`src/sv/pcbp_pkg.sv`:
```
package pcbp_pkg;

	localparam logic [1:0] CMD_START = 2'd0;
	localparam logic [1:0] CMD_SYM   = 2'd1;
	localparam logic [1:0] CMD_STOP  = 2'd2;
	localparam logic [1:0] CMD_NONE  = 2'd3;

	localparam logic [1:0] LEN_NONE = 2'd0;
	localparam logic [1:0] LEN_16   = 2'd1;
	localparam logic [1:0] LEN_31   = 2'd2;

	localparam logic [15:0] TABLE_RESET = 16'h9400;

	localparam logic [1:0] OP_START = 2'd0;
	localparam logic [1:0] OP_SYM   = 2'd1;
	localparam logic [1:0] OP_STOP  = 2'd2;

	typedef struct packed {
		logic [1:0]  kind;
		logic [5:0]  nbits;
		logic [63:0] data;
	} op_t;

endpackage

```
`src/sv/pcbp_fifo.sv`:
```
module pcbp_fifo #(
	parameter int DEPTH = 2
) (
	input  logic          clk,
	input  logic          arst_n,
	input  logic          push,
	input  pcbp_pkg::op_t push_op,
	output logic          not_full,
	input  logic          pop,
	output logic          not_empty,
	output pcbp_pkg::op_t pop_op
);
	import pcbp_pkg::*;

	localparam int PW = (DEPTH > 1) ? $clog2(DEPTH) : 1;
	localparam int CW = $clog2(DEPTH + 1);

	op_t            mem_q [DEPTH];
	logic [PW-1:0]  wr_ptr_q;
	logic [PW-1:0]  rd_ptr_q;
	logic [CW-1:0]  count_q;
	logic           do_push;
	logic           do_pop;

	assign not_full  = (count_q != CW'(DEPTH));
	assign not_empty = (count_q != '0);
	assign do_push   = push && not_full;
	assign do_pop    = pop && not_empty;
	assign pop_op    = mem_q[rd_ptr_q];

	always_ff @(posedge clk) begin
		if (do_push) begin
			mem_q[wr_ptr_q] <= push_op;
		end
	end

	always_ff @(posedge clk or negedge arst_n) begin
		if (!arst_n) begin
			wr_ptr_q <= '0;
			rd_ptr_q <= '0;
			count_q  <= '0;
		end else begin
			if (do_push) begin
				wr_ptr_q <= (wr_ptr_q == PW'(DEPTH - 1)) ? '0 : wr_ptr_q + 1'b1;
			end
			if (do_pop) begin
				rd_ptr_q <= (rd_ptr_q == PW'(DEPTH - 1)) ? '0 : rd_ptr_q + 1'b1;
			end
			if (do_push && !do_pop) begin
				count_q <= count_q + 1'b1;
			end else if (do_pop && !do_push) begin
				count_q <= count_q - 1'b1;
			end
		end
	end

endmodule

```
`src/sv/pcbp_front.sv`:
```
module pcbp_front (
	input  logic          clk,
	input  logic          arst_n,
	input  logic          in_valid,
	output logic          in_stall,
	input  logic [1:0]    command,
	input  logic [2:0]    symbol_code,
	input  logic [30:0]   payload_value,
	input  logic [63:0]   first_count,
	input  logic          cfg_valid,
	output logic          cfg_ready,
	input  logic [15:0]   cfg_data,
	input  logic          q_not_full,
	output logic          q_push,
	output pcbp_pkg::op_t q_op
);
	import pcbp_pkg::*;

	logic [15:0] table_q;
	logic [1:0]  len_kind;

	assign cfg_ready = 1'b1;
	assign in_stall  = !q_not_full;
	assign q_push    = in_valid && q_not_full && (command != CMD_NONE);
	assign len_kind  = table_q[{symbol_code, 1'b0} +: 2];

	always_ff @(posedge clk or negedge arst_n) begin
		if (!arst_n) begin
			table_q <= TABLE_RESET;
		end else if (cfg_valid && cfg_ready) begin
			table_q <= cfg_data;
		end
	end

	// symbol bits are left-aligned in data
	always_comb begin
		q_op = '0;
		unique case (command)
			CMD_START: begin
				q_op.kind  = OP_START;
				q_op.nbits = 6'd0;
				q_op.data  = first_count;
			end
			CMD_SYM: begin
				q_op.kind = OP_SYM;
				case (len_kind)
					LEN_16: begin
						q_op.nbits = 6'd19;
						q_op.data  = {symbol_code, payload_value[15:0], 45'd0};
					end
					LEN_31: begin
						q_op.nbits = 6'd34;
						q_op.data  = {symbol_code, payload_value, 30'd0};
					end
					default: begin
						q_op.nbits = 6'd3;
						q_op.data  = {symbol_code, 61'd0};
					end
				endcase
			end
			CMD_STOP: begin
				q_op.kind  = OP_STOP;
				q_op.nbits = 6'd0;
				q_op.data  = '0;
			end
			default: begin
				q_op = '0;
			end
		endcase
	end

endmodule

```
`src/sv/pcbp_back.sv`:
```
module pcbp_back (
	input  logic          clk,
	input  logic          arst_n,
	input  logic          q_not_empty,
	input  pcbp_pkg::op_t q_op,
	output logic          q_pop,
	output logic          out_valid,
	input  logic          out_stall,
	output logic [7:0]    out_byte,
	output logic          last_of_run
);
	import pcbp_pkg::*;

	logic        busy_q;
	logic [63:0] work_q;
	logic [7:0]  total_q;
	logic        fill_q;
	logic [7:0]  partial_q;   // held bits, left-aligned, zeros below
	logic [2:0]  held_q;
	logic        out_valid_q;
	logic [7:0]  out_byte_q;
	logic        last_q;

	logic        out_free;
	logic        emit;
	logic [63:0] load_work;
	logic [7:0]  load_total;
	logic        load_fill;
	logic [63:0] next_work;
	logic [7:0]  next_total;
	logic        next_last;

	assign out_free    = !out_valid_q || !out_stall;
	assign emit        = busy_q && out_free;
	assign q_pop       = !busy_q && q_not_empty;
	assign out_valid   = out_valid_q;
	assign out_byte    = out_byte_q;
	assign last_of_run = last_q;

	always_comb begin
		load_fill = 1'b0;
		unique case (q_op.kind)
			OP_START: begin
				load_work  = q_op.data;
				load_total = 8'd128;
				load_fill  = 1'b1;
			end
			OP_SYM: begin
				load_work  = {partial_q, 56'd0} | (q_op.data >> held_q);
				load_total = {5'd0, held_q} + {2'd0, q_op.nbits};
			end
			default: begin
				load_work  = {partial_q, 56'd0};
				load_total = (held_q != 3'd0) ? 8'd8 : 8'd0;
			end
		endcase
	end

	assign next_work  = {work_q[55:0], {8{fill_q}}};
	assign next_total = total_q - 8'd8;
	assign next_last  = (next_total[7:3] == 5'd0);

	always_ff @(posedge clk or negedge arst_n) begin
		if (!arst_n) begin
			busy_q      <= 1'b0;
			partial_q   <= '0;
			held_q      <= '0;
			out_valid_q <= 1'b0;
		end else begin
			if (q_pop) begin
				if (load_total[7:3] == 5'd0) begin
					partial_q <= load_work[63:56] & ~(8'hFF >> load_total[2:0]);
					held_q    <= load_total[2:0];
				end else begin
					busy_q <= 1'b1;
				end
			end else if (emit && next_last) begin
				busy_q    <= 1'b0;
				partial_q <= next_work[63:56] & ~(8'hFF >> next_total[2:0]);
				held_q    <= next_total[2:0];
			end
			if (emit) begin
				out_valid_q <= 1'b1;
			end else if (!out_stall) begin
				out_valid_q <= 1'b0;
			end
		end
	end

	always_ff @(posedge clk) begin
		if (q_pop) begin
			work_q  <= load_work;
			total_q <= load_total;
			fill_q  <= load_fill;
		end else if (emit) begin
			work_q  <= next_work;
			total_q <= next_total;
		end
		if (emit) begin
			out_byte_q <= work_q[63:56];
			last_q     <= next_last;
		end
	end

endmodule

```
`src/sv/pc_trace_bit_packer_unit.sv`:
```
// Program-counter trace bit packer, MSB-first byte stream.
// Input channel (in_valid/in_stall): command, symbol_code, payload_value,
// first_count; a transfer happens when in_valid is high and in_stall low.
// Start emits a 16-byte header, a symbol appends 3 code bits plus 0/16/31
// payload bits, stop flushes a partial byte padded with zeros.
// Output channel (out_valid/out_stall): one byte per transfer, last_of_run
// marks the final byte caused by an item.
// Config channel (cfg_valid/cfg_ready): payload length table, always ready;
// write only while idle.
// Items go through a QUEUE_DEPTH-entry queue; the back end loads an item
// into its byte shifter, then shifts its bytes out in order and takes no
// new item until the last byte has left the shifter. The shifter is the limit.
// Bytes pass the queue, the shifter and then the output byte register.
// While out_stall is high the output byte holds and the shifter waits;
// the queue keeps taking items until full, then in_stall rises.
// Reset clears the bit buffer, the queue and the table to its default.
module pc_trace_bit_packer_unit #(
	parameter int QUEUE_DEPTH = 2
) (
	input  logic        clk,
	input  logic        arst_n,
	input  logic        in_valid,
	output logic        in_stall,
	input  logic [1:0]  command,
	input  logic [2:0]  symbol_code,
	input  logic [30:0] payload_value,
	input  logic [63:0] first_count,
	input  logic        cfg_valid,
	output logic        cfg_ready,
	input  logic [15:0] cfg_data,
	output logic        out_valid,
	input  logic        out_stall,
	output logic [7:0]  out_byte,
	output logic        last_of_run
);
	import pcbp_pkg::*;

	op_t  push_op;
	op_t  pop_op;
	logic push;
	logic pop;
	logic not_full;
	logic not_empty;

	pcbp_front u_front (
		.clk           (clk),
		.arst_n        (arst_n),
		.in_valid      (in_valid),
		.in_stall      (in_stall),
		.command       (command),
		.symbol_code   (symbol_code),
		.payload_value (payload_value),
		.first_count   (first_count),
		.cfg_valid     (cfg_valid),
		.cfg_ready     (cfg_ready),
		.cfg_data      (cfg_data),
		.q_not_full    (not_full),
		.q_push        (push),
		.q_op          (push_op)
	);

	pcbp_fifo #(
		.DEPTH (QUEUE_DEPTH)
	) u_fifo (
		.clk       (clk),
		.arst_n    (arst_n),
		.push      (push),
		.push_op   (push_op),
		.not_full  (not_full),
		.pop       (pop),
		.not_empty (not_empty),
		.pop_op    (pop_op)
	);

	pcbp_back u_back (
		.clk         (clk),
		.arst_n      (arst_n),
		.q_not_empty (not_empty),
		.q_op        (pop_op),
		.q_pop       (pop),
		.out_valid   (out_valid),
		.out_stall   (out_stall),
		.out_byte    (out_byte),
		.last_of_run (last_of_run)
	);

endmodule

```
`config.mk`:
```
export PLATFORM = sky130hd
export DESIGN_NAME = pc_trace_bit_packer_unit
export DESIGN_NICKNAME = d
export VERILOG_FILES = /design/src/sv/pcbp_pkg.sv /design/src/sv/pcbp_fifo.sv /design/src/sv/pcbp_front.sv /design/src/sv/pcbp_back.sv /design/src/sv/pc_trace_bit_packer_unit.sv
export SDC_FILE = /design/constraint.sdc
export NUM_CORES = 1
export LEC_CHECK = 0
export BUFFER_PORTS_ARGS = -buffer_cell sky130_fd_sc_hd__clkbuf_2
export CAP_MARGIN = 20
export CELL_PAD_IN_SITES_DETAIL_PLACEMENT = 0
export CELL_PAD_IN_SITES_GLOBAL_PLACEMENT = 2
export CORE_MARGIN = 4
export CORE_UTILIZATION = 27
export CTS_CLUSTER_SIZE = 25
export DETAILED_ROUTE_END_ITERATION = 16
export GPL_TIMING_DRIVEN = 0
export HOLD_SLACK_MARGIN = 0.03
export PLACE_DENSITY_LB_ADDON = 0.25
export SYNTH_ARGS = -nofsm -noshare
export SYNTH_HDL_FRONTEND = slang
export SYNTH_HIERARCHICAL = 1
export SYNTH_SLANG_ARGS = --single-unit
```
`constraint.sdc`:
```
create_clock -name clk -period 4.8 [get_ports clk]
set_input_delay 0.24 -clock clk [delete_from_list [all_inputs] [get_ports clk]]
set_output_delay 0.24 -clock clk [all_outputs]
set_load 0.01 [all_outputs]
```
Word level (Yosys, flattened, before mapping)
Memory sizes are Yosys's and may differ from the RTL's.
Cells that the tools add are included.
{ "totals": {"register_bits": 115, "ram_bits": 144, "inputBits": 121, "out_inout_bits": 12, "word_cells": 93, "mem_count": 1} }
{ "classes": {"addsub": 6, "eq_ne": 10, "shifts": 4, "mux": 27, "bitwise": 5, "n_reduce_logical": 27} }
{ "mem_list": {"columns": ["memory", "depth", "width", "rd", "rd_clocked_by_memory_dff", "write_ports", "line_no", "rtl"], "rows": [
  ["u_fifo.mem_q", 2, 72, 1, 0, 1, "pcbp_fifo.sv:18", "op_t mem_q [DEPTH];"]
]} }
{ "op_table": {"columns": ["cell", "n"], "rows": [
  ["$pmux 72 s3", 1],
  ["$pmux 70 s2", 1],
  ["$mux 64", 2],
  ["$pmux 64 s2", 1],
  ["$or 64x64->64", 1],
  ["$shr 64x3->64", 1],
  ["$mux 8", 5],
  ["$and 8x8->8", 2],
  ["$not 8->8", 2],
  ["$pmux 8 s2", 1],
  ["$shiftx 16x5->2", 1],
  ["$shr 8x3->8 const A", 2],
  ["$logic_not 5->1", 2],
  ["$mux 1", 10],
  ["$logic_and 1x1->1", 9],
  ["$mux 3", 3],
  ["$reduce_bool 2->1", 4],
  ["$sub 8x4->8 const B", 1],
  ["$add 3x6->7", 1],
  ["$eq 2x1->1 const B", 3],
  ["$logic_not 1->1", 6],
  ["$ne 2x2->1 const B", 3],
  ["$eq 2x2->1 const B", 2],
  ["$logic_not 2->1", 2],
  ["9 further kinds", 13]
]} }

Depth between registers and ports, before layout
Gate-level depths: netlist of run 1.
{ "logic_depth": {"word_depth": 8, "mapped_depth": 12, "depth_no_buf": 10} }

Cells and area by module
Netlist of run 1, hierarchy kept.
{ "modules_own_cells": {"columns": ["mod", "n_inst", "cells_each", "area_each_um2", "seq_area_each_um2"], "rows": [
  ["pcbp_back", 1, 571, 6756.5, 2762.6],
  ["pcbp_fifo", 1, 242, 5739.3, 4424.2],
  ["pcbp_front", 1, 162, 1597.8, 404.1]
]} }

Least setup slack after synthesis of run 1
No wires, ideal clock.
{ "synth_path": {"kind": "flip-flop to flip-flop", "startpoint": "register u_fifo.count_q[0]", "endpoint": "memory u_fifo/mem_q[0][0] in the netlist's numbering, enable pin", "setup_ns": 0.503, "t_arrival_ns": 3.839, "t_required_ns": 4.297, "slack_ns": 0.459, "path_stages_with_launch": 6, "path_buffers": 0, "synth_period_minus_slack_ns": 4.341, "path_cell_list": "dfrtp_1 > nand2b_1 > nand2_1 > a21oi_1 > nand2_1 > nor2_1"} }
{ "synth_between": {"elab_chain_cells": 6} }
{ "synth_rtl": {"columns": ["item", "line_no", "rtl"], "rows": [
  ["from (decl)", "pcbp_fifo.sv:21", "logic [CW-1:0] count_q;"],
  ["from (signal assigned)", "pcbp_fifo.sv:50", "count_q <= count_q + 1'b1;"],
  ["from (signal assigned)", "pcbp_fifo.sv:52", "count_q <= count_q - 1'b1;"],
  ["$ne 2x2->1", "pcbp_fifo.sv:25", "assign not_full = (count_q != CW'(DEPTH));"],
  ["net not_full", "pc_trace_bit_packer_unit.sv:42", "logic not_full;"],
  ["$logic_and 1x1->1 (2 in series)", "pcbp_front.sv:24", "assign q_push = in_valid && q_not_full && (command != CMD_NONE);"],
  ["net push", "pc_trace_bit_packer_unit.sv:40", "logic push;"],
  ["$logic_and 1x1->1", "pcbp_fifo.sv:27", "assign do_push = push && not_full;"],
  ["$mux 1", "pcbp_fifo.sv:32", "if (do_push) begin"],
  ["$mux 1 (not written as such)", "pcbp_fifo.sv:33", "mem_q[wr_ptr_q] <= push_op;"],
  ["to (decl)", "pcbp_fifo.sv:18", null]
]} }
The timed path passes the listed nets, and every way through them passes these cells.

Worst setup path after layout of run 1
{ "layout_path": {"startpoint": "register u_back.held_q[1]", "endpoint": "register u_back.partial_q[4]"} }
{ "layout_between": {"elab_chain_cells": 7, "word_cells_on_any_way": 15, "classes_between": "add/sub: 1; eq/ne: 1; shift: 2; mux: 5; bitwise: 3; reduce/logical: 3"} }
{ "layout_rtl": {"columns": ["item", "line_no", "rtl"], "rows": [
  ["from (decl)", "pcbp_back.sv:19", "logic [2:0] held_q;"],
  ["from (signal assigned)", "pcbp_back.sv:73", "held_q <= load_total[2:0];"],
  ["from (signal assigned)", "pcbp_back.sv:80", "held_q <= next_total[2:0];"],
  ["$add 3x6->7", "pcbp_back.sv:50", "load_total = {5'd0, held_q} + {2'd0, q_op.nbits};"],
  ["$pmux 8 s2", "pcbp_back.sv:42", "unique case (q_op.kind)"],
  ["$shr 8x3->8", "pcbp_back.sv:72", "partial_q <= load_work[63:56] & ~(8'hFF >> load_total[2:0]);"],
  ["$not 8->8", "pcbp_back.sv:72", null],
  ["$and 8x8->8", "pcbp_back.sv:72", null],
  ["$mux 8", "pcbp_back.sv:71", "if (load_total[7:3] == 5'd0) begin"],
  ["$mux 8", "pcbp_back.sv:70", "if (q_pop) begin"],
  ["to (signal assigned)", "pcbp_back.sv:72", null],
  ["to (signal assigned)", "pcbp_back.sv:79", "partial_q <= next_work[63:56] & ~(8'hFF >> next_total[2:0]);"],
  ["to (decl)", "pcbp_back.sv:18", "logic [7:0] partial_q;"]
]} }
Parallel ways exist; a longest one is shown, timed or not. The select of a mux whose other input is x is not followed.
A chain may end at the register's enable or synchronous reset.

==> impl_metrics.csv, run 1 <==
group,metric,value,unit
status,status,"finished clean",
die,dieArea,55900,um2
power_and_ir_drop,switching_share,35.7,%
setup_path,cp.arrival,4.14,ns
cells_and_area,layout.nets,1343,
detailed_routing,wl_per_cell,21.2,um
hold_path,min-delay-start,"first_count[30]",
timing,finalMaxSlewViolations,0,
power_and_ir_drop,max-vdd-ir-drop,0.300,mV
clock_tree,h-tree-depth,1,
synth,syn_avg_cell_area,14.5,um2
setup_path,r2r_start,"u_back/held_q[1]$_DFFE_PN0P_",
synth,seq_area_frac_synth,53.9,%
synth,ys_top_cells_by_area,"edfxtp_1, mux2_4, mux4_2",
setup_path,reg2reg_depth,10,
place,pre_cts_slack,1.10,ns
timing,rsz0062_at_grt,"false",
cells_and_area,drive_above_1_share,30.3,%
detailed_routing,route.met3.wl,1.80,mm
synth,synth_ff_type,"edfxtp_1",
power_and_ir_drop,switchingPower,3670,uW
power_and_ir_drop,power.leakage,0.00661,uW
clock_tree,clockRootBuffer,"clkbuf_16",
detailed_routing,drtAntennaViolNets,0,
timing,slew_headroom,36.2,%
detailed_routing,drc,0,
synth,yosysTopAreaCellShare,48.2,%
power_and_ir_drop,pwr-share-seq,32.4,%
grt,grt_pass1_vias,9896,
place,io_buffers,126,
die,die_height,236,um
clock_tree,cts_tree,"built",
setup_path,slowest_stage,"or4b_4",
power_and_ir_drop,power.internal,6620,uW
cells_and_area,final_area,17400,um2
cells_and_area,final_cell_mix,"edfxtp_1, clkbuf_2, mux2i_1, dlygate4sd3_1, mux2_4",
timing,max_freq,270,MHz
setup_path,required,5.23,ns
detailed_routing,routedLengthMet1,19.3,mm
timing,finalCritPeriodShare,77.2,%
synth,synth_top_cell_by_area,"edfxtp_1",
timing,worst_pin_slew,0.958,ns
timing,period_minus_slack,3.71,ns
place,gp_congestion,0.829,
synth,async_reset_ff_share,12.4,%
setup_path,r2r_end,"u_back/partial_q[4]$_DFFE_PN0P_",
grt,grt_max_degree,59,
cells_and_area,fillers,5170,
clock_tree,insertion_delay,0.56,ns
timing,fin_ws,1.09,ns
hold_path,hold_path_depth,2,
clock_tree,cts.clk_slew.worst_paths,0.06,ns
detailed_routing,totalWireLength,40.6,mm
job,max-cap-violations,0,
setup_path,crit_path_start_kind,"flop",
timing,tns,0,ns
detailed_routing,vias,9301,
setup_path,critical_path.max_stage_delay,0.56,ns
clock_tree,clock_sinks,258,
hold_path,whs_endpoint,"u_fifo/mem_q[0][30]$_DFFE_PP_",
setup_path,endpoint_kind,"flop",
synth,ys_warn_count,6,
clock_tree,cts_made_buffers,29,
die,die_x,236,um
die,start_util,27.4,%
detailed_routing,firstDrtPassIters,5,
power_and_ir_drop,p_clk_share,21.8,%
grt,grt_usage,14.2,%
cells_and_area,multi_input_area,5950,um2
cells_and_area,diodes,0,
die,io_pins,133,
timing,hold_violations,0,
cells_and_area,final_common_cell,"edfxtp_1",
timing,finalSetupViolations,0,
synth,synth-seq-cells,258,
detailed_routing,top_layer,"met4",
power_and_ir_drop,p_comb_share,45.7,%
clock_tree,clockBufferDepth,3,
grt,grt_first_pass_wirelength,61.8,mm
cells_and_area,seqCellArea,7590,um2
place,placement.cell_area,15700,um2
grt,antenna_found_initial,1,
synth,syn-instance-count,975,
place,place_hpwl,30.3,mm
detailed_routing,wl_met2,18.5,mm
grt,overflow,0,
detailed_routing,drt_iter0_drc,667,
power_and_ir_drop,power_density,592,nW/um2
hold_path,hp-class,"input port to flop",
setup_path,crit_fanout,10,
synth,synth-edff-count,226,
die,coreArea,51500,um2
cells_and_area,synthToLayoutAreaGrowth,23.4,%
setup_path,critPathKind,"flop to flop",
detailed_routing,vias_per_cell,4.86,
timing,skew,0.0143,ns
setup_path,crit_chain,"clkinv_1, buf_1, buf_2, fa_1, inv_1, a21oi_1, or4b_4, a311oi_4, nor2_4, mux2_4",
setup_path,r2r_slack,1.09,ns
synth,netlist_area,14100,um2
die,rows,83,
synth,synth_cell_types,73,
[critical path, delay by kind of cell, from the launching register on]
kind                       cells  cell delay (ns)
and+or+nand+nor                2             0.73
adders and majority gates      1             0.45
muxes                          1             0.33
buffers and inverters          4             1.04
AOI/OAI and AO/OA              2             0.51
DFF                            1             0.51
[what timing repair did]
item	in CTS	in global routing
endpoints found under the hold margin	150	0
hold buffers	75	0
resized for setup	0	0
buffers inserted	0	0
[power by group through the flow]
stage	Combinational (uW)	Sequential [uW]	Clock, uW
6_report	4710	3340	2250
5_1_grt	5100	3390	2420
4_1_cts	4730	3340	2330
3_5_place_dp	4670	3380	0
3_3_place_gp	4630	3420	0
2_1_floorplan	3390	3330	0
[worst max path at each step]
stage                     slack (ns)                         endpoint  cells after the start                           from
after global routing            0.87  u_back/partial_q[2]$_DFFE_PN0P_                     10   u_back/held_q[1]$_DFFE_PN0P_
final                           1.09  u_back/partial_q[4]$_DFFE_PN0P_                     10   u_back/held_q[1]$_DFFE_PN0P_
after CTS                       1.08  u_back/partial_q[4]$_DFFE_PN0P_                     10   u_back/held_q[1]$_DFFE_PN0P_
after global placement         -1.68    u_fifo/mem_q[0][22]$_DFFE_PP_                      5  u_fifo/count_q[0]$_DFFE_PN0P_
after floorplan                 0.46     u_fifo/mem_q[0][0]$_DFFE_PP_                      5  u_fifo/count_q[0]$_DFFE_PN0P_
after detailed placement        1.10  u_back/partial_q[4]$_DFFE_PN0P_                     10   u_back/held_q[1]$_DFFE_PN0P_
[cells by family (layout without fill, tap and decap cells)]
| group | Yosys count | in the layout | share of synthesized area (%) |
|---|---|---|---|
| AOI/OAI and AO/OA | 238 | 238 | 11.4 |
| and+or+nand+nor | 135 | 135 | 5.43 |
| DFF | 258 | 258 | 53.9 |
| adders and majority gates | 10 | 10 | 0.941 |
| muxes | 228 | 228 | 23.6 |
| other | 2 | 3 | 0.0533 |
| xor gates and xnor gates | 10 | 10 | 0.621 |
| buffers and inverters | 94 | 352 | 4.07 |
[state kept, by name, summed over array words and instances, names as in the netlist]
register,flops
u_back/last_of_run,1
u_back/work_q,64
u_fifo/count_q,2
u_back/out_byte,8
u_back/out_valid,1
u_back/partial_q,7
u_fifo/mem_q,144
u_front/table_q,16
u_back/total_q,8
u_back/busy_q,1
u_back/fill_q,1
u_fifo/rd_ptr_q,1
u_back/held_q,3
u_fifo/wr_ptr_q,1
[layer usage]
layer | up-vias | global-route usage (%)
met2 | 252 | 22.4
met4 | 0 | 3.95
met1 | 4647 | 20.3
met5 | - | 0
met3 | 63 | 2.15
li1 | 4339 | -
[Yosys cell counts (all sizes together), types with 6 or more instances]
cell / n
edfxtp: 226
mux2: 98
mux2i: 80
o21ai: 70
a22oi: 64
mux4: 50
buf: 45
and2: 40
clkbuf: 36
a21oi: 34
dfrtp: 29
nor2: 25
nand2: 24
o2bb2ai: 16
a22o: 15
a211oi: 12
inv: 12
ha: 9
nor2b: 8
nand2b: 7
or3: 6
xor2: 6
[per-stage QoR]
step / hold slack (ns) / total power (uW) / utilization (%) / std cells
after floorplan: -0.0556 / 6710 / - / 976
after global placement: 0.410 / 8050 / 30.2 / 1782
after detailed placement: 0.405 / 8050 / 30.5 / 1786
after CTS: 0.0324 / 10400 / 33.8 / 1914
after global routing: 0.0482 / 10900 / 33.8 / 1914
final: 0.0563 / 10300 / 33.8 / 1914
[cell type report]
class,count,area share [%]
buffer,81,3.01
sequential,258,43.6
inverter,13,0.281
clock inverter,15,1.07
tap,680,4.89
multi-input combinational,624,34.2
timing repair buffer,205,8.49
clock buffer,38,4.42
(Power assumes the default switching activity.)
==> inputs of run 2 (changes only) <==
==> constraint.sdc (replaced) <==
create_clock -name clk -period 3.6 [get_ports clk]
set_input_delay 0.18 -clock clk [delete_from_list [all_inputs] [get_ports clk]]
set_output_delay 0.18 -clock clk [all_outputs]
set_load 0.01 [all_outputs]
==> run 2 against run 1 <==
Global-route usage rose by 0.075 points. Cell count rose by 1.3%. First-iteration DRC count fell by 26%. Clock-buffer cell count rose by 2.
==> impl_metrics.csv, run 2 (same netlist as run 1, synthesis figures left out) <==
group,metric,value,unit
cells_and_area,final_cell_mix,"edfxtp_1, clkbuf_2, dlygate4sd3_1, mux2i_1, mux2_4",
clock_tree,clock_sinks,258,
cells_and_area,drive_above_1_share,29.9,%
detailed_routing,firstDrtPassIters,5,
detailed_routing,wl_per_cell,21.0,um
cells_and_area,final_area,17700,um2
setup_path,slowest_stage,"or4b_4",
timing,max_freq,295,MHz
timing,rsz0062_at_grt,"false",
timing,period_minus_slack,3.39,ns
grt,grt_pass1_vias,9997,
clock_tree,h-tree-depth,1,
clock_tree,clockRootBuffer,"clkbuf_16",
detailed_routing,totalWireLength,40.7,mm
place,pre_cts_slack,-0.0847,ns
timing,finalCritPeriodShare,94.1,%
job,max-cap-violations,0,
setup_path,path_common_cell,"buf_2",
cells_and_area,synthToLayoutAreaGrowth,25.2,%
clock_tree,cts_made_buffers,30,
grt,antenna_found_initial,1,
setup_path,required,4.04,ns
timing,skew,0.00870,ns
cells_and_area,final_common_cell,"edfxtp_1",
clock_tree,cts_tree,"built",
setup_path,cp.arrival,3.83,ns
status,status,"finished clean",
setup_path,crit_chain,"inv_2, buf_2, buf_2, fa_1, inv_1, a21oi_1, or4b_4, a311oi_4, nor2_4, mux2_4",
cells_and_area,largestRegisters,"u_fifo/mem_q (144), u_back/work_q (64), u_front/table_q (16)",
setup_path,r2r_slack,0.21,ns
place,gp_congestion,0.810,
cells_and_area,finalNonFillerCells,1939,
place,io_buffers,126,
hold_path,min-delay-start,"command[1]",
die,die_height,236,um
power_and_ir_drop,p_clk_share,21.9,%
setup_path,crit_buf_inv,4,
grt,grt_usage,14.3,%
detailed_routing,drt_iter0_drc,495,
power_and_ir_drop,switchingPower,4900,uW
detailed_routing,vias,9491,
power_and_ir_drop,pwr-share-seq,32.3,%
power_and_ir_drop,max-vdd-ir-drop,0.415,mV
power_and_ir_drop,power.leakage,0.00675,uW
clock_tree,cts.clk_slew.worst_paths,0.06,ns
power_and_ir_drop,switching_share,35.6,%
timing,slew_headroom,34.8,%
place,place_hpwl,30.7,mm
die,coreArea,51500,um2
cells_and_area,layout.nets,1367,
detailed_routing,drtAntennaViolNets,0,
detailed_routing,drc,0,
setup_path,crit_fanout,10,
setup_path,critical_path.max_stage_delay,0.56,ns
timing,finalMaxSlewViolations,0,
die,die_x,236,um
grt,overflow,0,
setup_path,crit_family,"simple AND/OR/NAND/NOR gates",
cells_and_area,largest_reg_flops,144,
timing,hold_violations,0,
cells_and_area,top_register,"u_fifo/mem_q",
die,io_pins,133,
die,rows,83,
power_and_ir_drop,p_comb_share,45.7,%
setup_path,crit_path_start_kind,"flop",
hold_path,whs_endpoint,"u_fifo/mem_q[0][61]$_DFFE_PP_",
grt,grt_max_degree,59,
timing,worst_pin_slew,0.979,ns
place,placedCellCount,1786,
setup_path,reg2reg_depth,10,
grt,grt_first_pass_wirelength,62.4,mm
timing,finalSetupViolations,0,
cells_and_area,fillers,5158,
setup_path,endpoint_kind,"flop",
clock_tree,clockBufferDepth,3,
detailed_routing,vias_per_cell,4.89,
setup_path,r2r_end,"u_back/held_q[0]$_DFFE_PN0P_",
setup_path,crit_cells,10,
power_and_ir_drop,power.internal,8870,uW
hold_path,hp-class,"input port to flop",
hold_path,hold_path_depth,2,
setup_path,critPathKind,"flop to flop",
power_and_ir_drop,power_density,781,nW/um2
clock_tree,insertion_delay,0.56,ns
setup_path,r2r_start,"u_back/held_q[1]$_DFFE_PN0P_",
die,dieArea,55900,um2
place,placement.cell_area,15700,um2
die,start_util,27.4,%
timing,fin_ws,0.212,ns
==> run 2: how the worst max path moves through the flow <==
stage                                        startpoint                             to  slack [ns]
after floorplan           u_fifo/count_q[0]$_DFFE_PN0P_   u_fifo/mem_q[0][0]$_DFFE_PP_        0.47
after detailed placement   u_back/held_q[1]$_DFFE_PN0P_   u_back/held_q[0]$_DFFE_PN0P_       -0.08
after global routing       u_back/held_q[1]$_DFFE_PN0P_   u_back/held_q[0]$_DFFE_PN0P_        0.04
final                      u_back/held_q[1]$_DFFE_PN0P_   u_back/held_q[0]$_DFFE_PN0P_        0.21
after global placement    u_fifo/count_q[0]$_DFFE_PN0P_  u_fifo/mem_q[0][26]$_DFFE_PP_       -0.88
after CTS                  u_back/held_q[1]$_DFFE_PN0P_   u_back/held_q[0]$_DFFE_PN0P_        0.03
==> run 2: final cells by class <==
| cell class | count | area, um2 | share of cell area [%] |
|---|---|---|---|
| Inverter | 13 | 48.8 | 0.276 |
| Timing Repair Buffer | 228 | 1710 | 9.67 |
| Tap cell | 680 | 851 | 4.82 |
| Sequential cell | 258 | 7590 | 43.0 |
| Clock buffer | 40 | 820 | 4.64 |
| Clock inverter | 14 | 158 | 0.893 |
| Buffer | 81 | 526 | 2.98 |
| Multi-Input combinational cell | 624 | 5950 | 33.7 |
| Antenna cell | 1 | 2.50 | 0.0142 |
==> run 2: power groups by stage <==
stage	combinational (uW)	clock [uW]	sequential (uW)
after floorplan	4520	0	4430
after global placement	6180	0	4550
after detailed placement	6220	0	4510
after CTS	6320	3120	4470
after global routing	6830	3250	4530
final	6300	3020	4460
==> run 2: stage by stage <==
stage          TNS [ns]  total power [uW]  hold WS [ns]  utilization (%)
2_1_floorplan         0              8940        -0.116                -
3_3_place_gp     -98.10             10700         0.393             30.2
3_5_place_dp     -0.428             10700         0.387             30.5
4_1_cts               0             13900        0.0318             34.3
5_1_grt               0             14600        0.0398             34.3
6_report              0             13800        0.0539             34.3
==> run 2: timing repair <==
action / CTS / global route
hold endpoints to repair: 176 / 0
hold buffers: 98 / 0
resized for setup: 1 / 1
setup endpoints to repair: 8 / 8
buffers inserted: 0 / 0
==> run 2: routing by layer <==
metal / GRT usage [%] / part of all wire [%] / vias up / wire [um]
li1: - / - / 4383 / -
met1: 19.9 / 46 / 4804 / 18800
met2: 23.5 / 47 / 270 / 19300
met3: 2.18 / 4.6 / 34 / 1870
met4: 3.31 / 1.7 / 0 / 705
met5: 0 / 0 / - / 0
==> inputs of run 3 (changes only) <==
--- a/config.mk
+++ b/config.mk
@@ -10,7 +10,7 @@
 export CELL_PAD_IN_SITES_DETAIL_PLACEMENT = 0
 export CELL_PAD_IN_SITES_GLOBAL_PLACEMENT = 2
 export CORE_MARGIN = 4
-export CORE_UTILIZATION = 27
+export CORE_UTILIZATION = 40
 export CTS_CLUSTER_SIZE = 25
 export DETAILED_ROUTE_END_ITERATION = 16
 export GPL_TIMING_DRIVEN = 0
@@ -18,5 +18,4 @@
 export PLACE_DENSITY_LB_ADDON = 0.25
 export SYNTH_ARGS = -nofsm -noshare
 export SYNTH_HDL_FRONTEND = slang
-export SYNTH_HIERARCHICAL = 1
 export SYNTH_SLANG_ARGS = --single-unit
==> run 3 against run 2 <==
Largest cell class unchanged. Highest routed layer unchanged. Critical path depth increased by 1. Non-clock buffer count decreased by 7. Maximum frequency increased by 0.36%.
==> impl_metrics.csv, run 3 <==
group,metric,value,unit
place,gp_congestion,0.876,
clock_tree,clockBufferDepth,3,
grt,grt_max_degree,60,
job,max-cap-violations,0,
setup_path,critical_path.max_stage_delay,0.47,ns
die,rows,68,
synth,synth-seq-cells,252,
setup_path,crit_path_start_kind,"flop",
cells_and_area,diodes,0,
cells_and_area,fillers,3106,
grt,grt_pass1_vias,10400,
grt,met1_usage,32.0,%
cells_and_area,final_util,49.6,%
cells_and_area,layout.nets,1399,
synth,synth_cell_types,74,
timing,hold_violations,0,
synth,synth_top_cell_by_area,"edfxtp_1",
synth,async_reset_ff_share,12.7,%
synth,yosysMostFrequentCell,"edfxtp_1",
timing,tns,0,ns
clock_tree,cts_tree,"built",
power_and_ir_drop,power.leakage,0.00639,uW
cells_and_area,largest_reg_flops,138,
status,status,"finished clean",
timing,worst_pin_slew,1.16,ns
clock_tree,clockRootBuffer,"clkbuf_16",
cells_and_area,top_register,"u_fifo.mem_q",
detailed_routing,drc,0,
timing,slew_headroom,22.0,%
synth,ys_top_cells_by_area,"edfxtp_1, mux4_2, mux2i_1",
cells_and_area,synthToLayoutAreaGrowth,22.0,%
power_and_ir_drop,power_density,853,nW/um2
setup_path,crit_chain,"buf_6, buf_8, buf_6, buf_12, mux2_2, ha_1, fa_1, xnor2_2, a21o_1, o22ai_1, mux2_4",
clock_tree,cts_made_buffers,29,
setup_path,cp.arrival,3.81,ns
synth,ys_warn_count,0,
cells_and_area,final_common_cell,"edfxtp_1",
grt,use_met3,2.95,%
synth,syn_avg_cell_area,13.7,um2
die,die_x,195,um
clock_tree,insertion_delay,0.55,ns
timing,period_minus_slack,3.38,ns
place,placement.cell_area,15400,um2
setup_path,slowest_stage,"fa_1",
timing,finalMaxSlewViolations,0,
place,place_hpwl,32.3,mm
die,dieArea,38100,um2
setup_path,required,4.04,ns
cells_and_area,largestRegisters,"u_fifo.mem_q (138), u_back.work_q (64), u_front.table_q (16)",
detailed_routing,wl_per_cell,24.5,um
detailed_routing,drtAntennaViolNets,0,
synth,synth_common_cells,"edfxtp_1, mux2i_1, mux4_2, o21ai_0, nand2_1",
synth,synth_nets,1151,
clock_tree,cts.clk_slew.worst_paths,0.06,ns
synth,netlist_area,14000,um2
hold_path,hp-class,"input port to flop",
setup_path,crit_fanout,28,
die,io_pins,133,
grt,grt.busiest_layer,"met2",
synth,yosysTopAreaCellShare,47.1,%
cells_and_area,final_cell_mix,"edfxtp_1, clkbuf_2, mux2i_1, dlygate4sd3_1",
clock_tree,clock_sinks,252,
grt,grt_first_pass_wirelength,65.0,mm
timing,rsz0062_at_grt,"false",
timing,finalCritPeriodShare,93.8,%
clock_tree,h-tree-depth,1,
grt,antenna_found_initial,0,
setup_path,endpoint_kind,"flop",
place,io_buffers,128,
synth,synth_ff_type,"edfxtp_1",
die,coreArea,34500,um2
detailed_routing,vias_per_cell,5.84,
detailed_routing,drt_iter0_drc,915,
synth,seq_area_frac_synth,52.8,%
setup_path,path_common_cell,"buf_6",
power_and_ir_drop,max-vdd-ir-drop,0.465,mV
cells_and_area,drive_above_1_share,25.8,%
place,placedCellCount,1611,
timing,max_freq,296,MHz
grt,use_met2,36.1,%
cells_and_area,final_area,17100,um2
cells_and_area,finalNonFillerCells,1747,
detailed_routing,firstDrtPassIters,5,
die,start_util,40.6,%
setup_path,critPathKind,"flop to flop",
timing,finalSetupViolations,0,
synth,syn-instance-count,1021,
synth,synth-edff-count,220,
grt,grt_usage,22.2,%
die,die_height,195,um
grt,overflow,0,
detailed_routing,totalWireLength,42.9,mm
detailed_routing,vias,10200,
timing,skew,0.0201,ns
run 3: cell count changes after synthesis, sizes merged, moves of 41 or more:
cell,previous run,this run
mux2,98,27
a22oi,64,18
mux2i,80,125
o22ai,4,48
o22a,0,41
run 3: per-stage QoR:
stage          total power (uW)  setup slack (ns)  hold WS (ns)
2_1_floorplan              9580             0.435        -0.116
5_1_grt                   15400            0.0958        0.0405
4_1_cts                   14700            0.0225        0.0307
3_5_place_dp              11800            -0.310         0.336
3_3_place_gp              11700            -0.574         0.335
6_report                  14600             0.224        0.0455
run 3: layout make-up:
type | count | area, um2 | share of cell area (%)
Multi-Input combinational cell | 671 | 6160 | 36.0
Sequential cell | 252 | 7410 | 43.3
Inverter | 13 | 48.8 | 0.285
Buffer | 83 | 435 | 2.54
Clock inverter | 18 | 133 | 0.775
Clock buffer | 36 | 772 | 4.51
Timing Repair Buffer | 219 | 1590 | 9.31
Tap cell | 455 | 569 | 3.32
run 3: what timing repair did:
action / CTS / global route
hold endpoints to repair: 146 / 0
buffers inserted: 4 / 1
hold buffers: 79 / 0
pin swaps: 1 / 2
endpoints found under the setup margin: 11 / 12
resized for setup: 3 / 5
run 3: metal layers:
layer / vias up / share of wire [%] / wire length (um)
li1: 4623 / - / -
met1: 5169 / 44 / 19000
met2: 349 / 48 / 20700
met3: 57 / 5.2 / 2230
met4: 0 / 2.3 / 982
met5: - / 0 / 0
run 3: logic make-up (layout without fill, tap and decap cells):
group	count (synthesis)	in the layout	synth area share, %
AOI/OAI and AO/OA	269	269	13.2
DFF	252	252	52.8
muxes	228	228	23.5
and+or+nand+nor	156	156	5.63
buffers and inverters	98	369	3.49
adders and majority gates	9	9	0.856
xor gates and xnor gates	8	8	0.499
other	1	1	0.0267
run 3: path summary, 6_finish.rpt:
check	end	cells after the start	startpoint	slack (ns)
max	u_back.partial_q[6]$_DFFE_PN0P_	11	u_fifo.rd_ptr_q$_DFFE_PN0P_	0.22
min	u_fifo.mem_q[0][61]$_DFFE_PP_	2	command[1]	0.05
max reg2reg	u_back.partial_q[6]$_DFFE_PN0P_	11	u_fifo.rd_ptr_q$_DFFE_PN0P_	0.22
min reg2reg	u_back.out_byte[5]$_DFFE_PP_	0	u_back.work_q[61]$_DFFE_PP_	0.42
max in group asynchronous	u_back.busy_q$_DFFE_PN0P_	2	arst_n	2.76
min in group asynchronous	u_front.table_q[6]$_DFFE_PN0P_	2	arst_n	0.29
run 3: worst max-delay path: cells and delay by family (launching register included):
family	cells	cell delay [ns]
xor+xnor	1	0.32
flops	1	0.40
fa+ha+maj	2	0.72
mux	2	0.68
compound gates	2	0.25
buf+inv	4	0.87
run 3: power by group:
part / switching [uW] / internal, uW / total [uW]
sequential: 527 / 4420 / 4950
combinational: 3920 / 2970 / 6890
clock: 1180 / 1590 / 2780
total: 5630 / 8990 / 14600
